### config.mk
export PLATFORM = sky130hd
export DESIGN_NAME = apa_isqrt
export DESIGN_NICKNAME = d
export VERILOG_FILES = /design/src/rtl/apa_pkg.sv /design/src/rtl/apa_isqrt.sv
export SDC_FILE = /design/constraint.sdc
export NUM_CORES = 2
export LEC_CHECK = 0
export ABC_AREA = 1
export BUFFER_PORTS_ARGS = -buffer_cell sky130_fd_sc_hd__clkbuf_2
export CAP_MARGIN = 40
export CORE_MARGIN = 2
export CORE_UTILIZATION = 58
export DETAILED_ROUTE_END_ITERATION = 12
export PLACE_DENSITY = 0.77
export SLEW_MARGIN = 20
export SYNTH_ARGS = -nofsm -noshare
export SYNTH_HDL_FRONTEND = slang
export SYNTH_SLANG_ARGS = --single-unit
### constraint.sdc
create_clock -name clk -period 2.55 [get_ports clk]
set_input_delay 0.255 -clock clk [delete_from_list [all_inputs] [get_ports clk]]
set_output_delay 0.255 -clock clk [all_outputs]
set_load 0.005 [all_outputs]
### src/rtl/apa_pkg.sv
// shared constants, widths and rounding helper for the arccos core
`default_nettype none

package apa_pkg;

	// internal fixed point: unsigned, 30 fraction bits
	localparam int IW  = 30;
	localparam int AW  = IW + 1;       // |x| and 1 - |x|, up to 1.0
	localparam int RW  = AW + 3;       // square root partial remainder
	localparam int SQ_STEPS = 32;      // root bits resolved, one per stage
	localparam int NW  = 2 * SQ_STEPS; // radicand width
	localparam int C0W = 25;
	localparam int T1W = 27;
	localparam int T2W = 28;
	localparam int T3W = 31;
	localparam int QW  = 34;           // rounded product width
	localparam int PW  = 32;           // angle before output rounding

	localparam logic [C0W-1:0] K_C0 = 25'd20110433;
	localparam logic [T1W-1:0] K_C1 = 27'd79737142;
	localparam logic [T2W-1:0] K_C2 = 28'd227756103;
	localparam logic [T3W-1:0] K_C3 = 31'd1686557207;
	localparam logic [PW-1:0]  K_PI = 32'd3373259426;

	localparam logic [AW-1:0] ONE_INT  = AW'(1) << IW;
	localparam logic [63:0]   HALF_INT = 64'd1 << (IW - 1);

	// product back to 30 fraction bits, nearest, ties up
	function automatic logic [QW-1:0] qrnd(input logic [63:0] p);
		logic [63:0] s;
		s = (p + HALF_INT) >> IW;
		return s[QW-1:0];
	endfunction

endpackage

`default_nettype wire

### src/rtl/apa_isqrt.sv
// pipelined integer square root of (1 - |x|) scaled by 2^30, one root bit per stage
`default_nettype none

module apa_isqrt import apa_pkg::*; (
	input  wire logic          clk,
	input  wire logic          arst_n,
	input  wire logic          en,
	input  wire logic          in_valid,
	input  wire logic [AW-1:0] in_m,
	output logic               out_valid,
	output logic [AW-1:0]      out_root
);

	logic          v_s    [SQ_STEPS];
	logic [AW-1:0] m_s    [SQ_STEPS-1];
	logic [RW-1:0] rem_s  [SQ_STEPS-1];
	logic [AW-1:0] root_s [SQ_STEPS];

	for (genvar j = 0; j < SQ_STEPS; j++) begin : g_step
		logic          v_i;
		logic [AW-1:0] m_i;
		logic [RW-1:0] rem_i;
		logic [AW-1:0] root_i;
		logic [NW-1:0] n;
		logic [1:0]    n2;
		logic [RW-1:0] rsh;
		logic [RW-1:0] trial;
		logic          ge;

		if (j == 0) begin : g_first
			assign v_i    = in_valid;
			assign m_i    = in_m;
			assign rem_i  = '0;
			assign root_i = '0;
		end else begin : g_rest
			assign v_i    = v_s[j-1];
			assign m_i    = m_s[j-1];
			assign rem_i  = rem_s[j-1];
			assign root_i = root_s[j-1];
		end

		// radicand is (1 - a) shifted up by 30, bring down two bits per step
		assign n     = {{(NW - AW - IW){1'b0}}, m_i, {IW{1'b0}}};
		assign n2    = n[NW-1-2*j -: 2];
		assign rsh   = {rem_i[RW-3:0], n2};
		assign trial = RW'({root_i, 2'b01});
		assign ge    = (rsh >= trial);

		always_ff @(posedge clk or negedge arst_n) begin
			if (!arst_n) begin
				v_s[j] <= 1'b0;
			end else if (en) begin
				v_s[j] <= v_i;
			end
		end

		always_ff @(posedge clk) begin
			if (en) begin
				root_s[j] <= {root_i[AW-2:0], ge};
			end
		end

		if (j < SQ_STEPS - 1) begin : g_carry
			always_ff @(posedge clk) begin
				if (en) begin
					m_s[j]   <= m_i;
					rem_s[j] <= ge ? (rsh - trial) : rsh;
				end
			end
		end
	end

	assign out_valid = v_s[SQ_STEPS-1];
	assign out_root  = root_s[SQ_STEPS-1];

endmodule

`default_nettype wire

# Yosys cells after proc, flatten, opt, wreduce, memory -nomap -nowiden
# Memory sizes are Yosys's and may differ from the RTL's.
# Index checks and enable logic that the tools add are counted.
[totals] elab_cells=128 ramBits=3007 in_bits=35 out_inout_bits=32 ff_bits=32 mem_count=3
[op_classes] n_addsub=30 mux=32 magnitude_cmp=31
[mem_list] name="rem_s" depth=31 width=34 read_ports=31 rd_clocked_by_memory_dff=0 wr=31 line="apa_isqrt.sv:16" source="logic [RW-1:0] rem_s [SQ_STEPS-1];"
[mem_list] name="root_s" depth=32 width=31 read_ports=32 rd_clocked_by_memory_dff=0 wr=32 line="apa_isqrt.sv:17" source="logic [AW-1:0] root_s [SQ_STEPS];"
[mem_list] name="m_s" depth=31 width=31 read_ports=30 rd_clocked_by_memory_dff=0 wr=31 line="apa_isqrt.sv:15" source="logic [AW-1:0] m_s [SQ_STEPS-1];"
[ops] op="$ge 34x33->1" n=31
[ops] op="$mux 34" n=30
[ops] op="$sub 34x33->34" n=30
[ops] op="$mux 1" n=2

# Longest topological paths before layout
# An unclocked memory read counts as a cell.
[logic_depth] ltp_word=3 mapped_depth=18 ltp_nobuf=16

# Worst setup path before layout
# Ideal clock, no wire load.
[synth_timing] path_kind="reg-to-reg" start="memory rem_s[17][1] (netlist bit)" end="memory rem_s[18][10] (netlist bit), data pin" required_ns=2.298 stages_incl_launch_ff=18 path_buffers=1 setup_time_ns=0.252 period_less_slack_ns=2.449 slack_ns=0.101 arrival_ns=2.196 path_cell_list="edfxtp_1 inv_1 ha_1 inv_1 fa_1 inv_1 nand3_1 nand3_1 nand2_1 nand2_1 nand2_1 nand2_1 nand2_2 nand2_2 inv_2 buf_4 nand2_1 nand2_1"
[synth_lines] item="start: declaration" line="apa_isqrt.sv:16"

==> results.txt <==
----------------------------------------------------
[Outcome]
  Run status ... finished, final reports clean

[Layout]
  Fill cell instance count of the final layout ... 15.7k
  Most frequent standard cell in the layout excluding fill and tap cells ... nand2_1
  Share of final-layout standard cells stronger than drive strength 1 ... 6.94%
  Final non-filler cell total ... 16.7k
  Inserted Diodes ... 0
  Count of nets after finishing ... 14.7k
  Utilization after layout ... 65.2%
  Commonest cells after routing, fill and taps aside ... nand2_1, inv_1, edfxtp_1, nor2_1, nand3_1
  Area added between synthesis and finish ... 11.8%

[Setup path]
  Slowest Stage Delay on Critical Path ... 0.43 ns
  Category of the critical setup timing path ... reg2reg
  Critical Path Sink Type ... register
  Number of buffers and inverters on the critical path ... 2
  Critical Path Fanout Max ... 4
  Arr. time, crit path ... 3.05 ns
  Critical Path RT ... 3.11 ns
  Most frequent CP cell ... buf_4
  Slowest cell on the critical path ... edfxtp_1
  CP startpoint kind ... register
  Cells along the critical path ... ha_1, a21oi_1, o21ai_0, nor3_1, nand2_2, buf_4, buf_4, nand3_1, nand2_1
  CP top delay family ... simple AND/OR/NAND/NOR gates

[Clocking]
  Worst-skew pair later-pin latency ... 0.85 ns
  CTS H-tree lvls ... 4
  Clock tree from TritonCTS ... done
  Clock root cell ... clkbuf_16
  Largest buffer count on any clock path ... 3
  Total number of clock tree sinks ... 1691
  Total CTS buffers ... 176
  Clock slew at the register clock pins of the worst setup and hold paths ... 0.06 ns

[Floorplan]
  Placeable core area ... 183000 sq um
  Vertical extent of the die ... 433 um
  Initial Utilization ... 58.3%
  Area enclosed by the die boundary ... 187000 sq um
  Standard-cell rows ... 157
  Width of the die ... 433 um
  Top-Level Pins ... 67

[STA]
  Slew Limit Fails ... 0
  Hold Worst Slack ... 0.132 ns
  Peak clock frequency supported by timing ... 402 MHz
  Worst Clk Skew ... 0.0328 ns
  Worst rel slew slack ... 47.7%
  Final number of setup-violating endpoints ... 0
  Fin crit period ... 2.49 ns
  Final period util ... 97.6%
  Setup TNS ... 0 ns
  Final count of hold timing violations ... 0
  Transition time of the tightest slew-check pin ... 0.781 ns

[Placed design]
  Port Buffer Count ... 66
  Final RePlAce weighted congestion ... 0.974
  Instance count after placement with tap cells included ... 16.3k
  HPWL after detailed placement ... 229000 um

[Synthesis]
  Fraction of registers with async set/reset ... 1.89%
  Post-synth cell types ... 53
  Yosys warnings ... 0
  Number of enable-type register cells in the synthesized netlist ... 1659
  Cell count after synthesis ... 13.6k
  Area share of the leading cell type in the synthesized netlist ... 46.7%
  Sequential-to-total area share from yosys stat ... 47.5%
  Dominant synthesized flop cell ... edfxtp_1
  Synth area leaders ... edfxtp_1, nand2_1, inv_1
  Number of nets produced by synthesis ... 14.2k
  Mapped Area ... 107000 sq um
  Synth Area per Inst ... 7.82 sq um
  Synthesis-stage register bit count ... 1691
  Most area-hungry cell type in the Yosys netlist ... edfxtp_1

[Drt]
  Total wire length ... 290000 um
  Routed via count ... 88.5k
  Routed WL per cell ... 17.4 um
  Number of optimization iterations in the first detailed-route pass ... 7
  Vias per cell ... 5.29
  Detail Route Antenna Nets ... 0
  Residual DRC ... 0
  Iter 0 DRT Violations ... 8277

[Global route]
  Number of global-route vias before repair ... 82.2k
  Initial antenna violation count ... 0
  Overall overflow remaining after global route ... 0
  Global-route wire length before repair ... 447000 um
  Total routing resource utilization after global routing ... 30.5%
  Maximum number of pins on one net before global-route repair ... 98

[Power and ir drop]
  Peak supply drop ... 0.634 mV
  Power Density ... 764 nW/um^2
  PnR Total Power ... 91000 uW
  Static leakage ... 0.0574 uW

[Min path]
  Kind of path behind the tightest hold check ... in2reg

[Flow run]
  Max capacitance violation total ... 0

----------------------------------------------------
==> cell usage after synthesis, types with 3 or more instances <==
library cell / n
a21boi_0: 6
a21o_1: 7
a21oi_1: 536
a21oi_2: 48
and2_1: 21
and3_1: 16
buf_2: 37
buf_4: 31
buf_6: 39
clkbuf_1: 7
dfrtp_1: 32
edfxtp_1: 1659
fa_1: 14
ha_1: 496
inv_1: 2550
inv_2: 36
inv_4: 5
nand2_1: 4851
nand2_2: 30
nand2_4: 5
nand3_1: 756
nand3_2: 10
nand3_4: 3
nand3b_1: 76
nand4_1: 218
nor2_1: 1128
nor2_2: 23
nor2_4: 8
nor2b_1: 4
nor3_1: 189
nor3_2: 10
nor3b_1: 8
nor4_1: 7
o211ai_1: 6
o21a_1: 8
o21ai_0: 217
o21ai_1: 67
o21ai_2: 25
o21bai_1: 36
or2_2: 28
xnor2_1: 112
xor2_1: 249
==> path summary, 6_finish.rpt <==
check / from / endpoint / slack (ns) / depth (start not counted)
worst max-delay path: rem_s[24][23] / rem_s[25][23] / 0.06 / 9
min in group asynchronous: arst_n / out_valid / 0.36 / 3
worst max register to register: rem_s[24][23] / rem_s[25][23] / 0.06 / 9
worst min register to register: m_s[0][19] / m_s[0][50] / 0.41 / 0
worst min-delay path: in_m[6] / m_s[0][6] / 0.13 / 2
max in group asynchronous: arst_n / g_step[5].v_i / 1.84 / 4
==> stage by stage <==
stage / setup WS (ns) / cell area, sq um
after floorplan: 0.101 / 107000
after global placement: 0.0394 / 112000
after detailed placement: -0.0134 / 112000
after CTS: 0.0137 / 118000
after global routing: -0.0606 / 119000
final: 0.0621 / 119000
==> power breakdown <==
group	internal, uW	total [uW]	switching, uW
clock	15600	27000	11500
sequential	35200	38400	3200
combinational	8830	25600	16800
==> kinds of logic after synthesis <==
group,count (synthesis),synth area share [%]
simple gates,7397,28.5
buf+inv,2707,9.97
flops,1691,47.5
compound gates,959,4.94
fa+ha+maj,510,6.09
xor+xnor,361,2.97
other cells,1,0.00352
==> repair_timing <==
action / in CTS / in global routing
pin swaps: 0 / 11
setup buffers: 0 / 29
cloned: 0 / 9
hold buffers: 34 / 1
endpoints found under the hold margin: 96 / 32
gates resized for setup: 5 / 122
endpoints found under the setup margin: 6 / 407
==> state kept, by name, indices dropped and copies added, names as in the netlist <==
name / flops
g_step.v_i: 31
m_s: 285
out_valid: 1
rem_s: 906
root_s: 468
==> cell type report <==
type	count	area [sq um]	area share, %
sequential	1691	50600	42.5
timing repair inverter	5	51.3	0.0431
clock inverter	137	1590	1.33
clock buffer	192	4460	3.75
multi-input combinational	9228	45700	38.3
timing repair buffer	430	3880	3.26
inverter	2592	9810	8.24
tap	2464	3080	2.59
==> routing by layer <==
layer	vias up	part of all wire (%)	global-route usage, %
met5	-	0	0
met4	0	4.6	12.9
met3	662	5.9	3.17
li1	44400	-	-
met2	2979	49	53.2
met1	40500	41	38.7
Note: power is estimated with default switching activity, not from simulation.
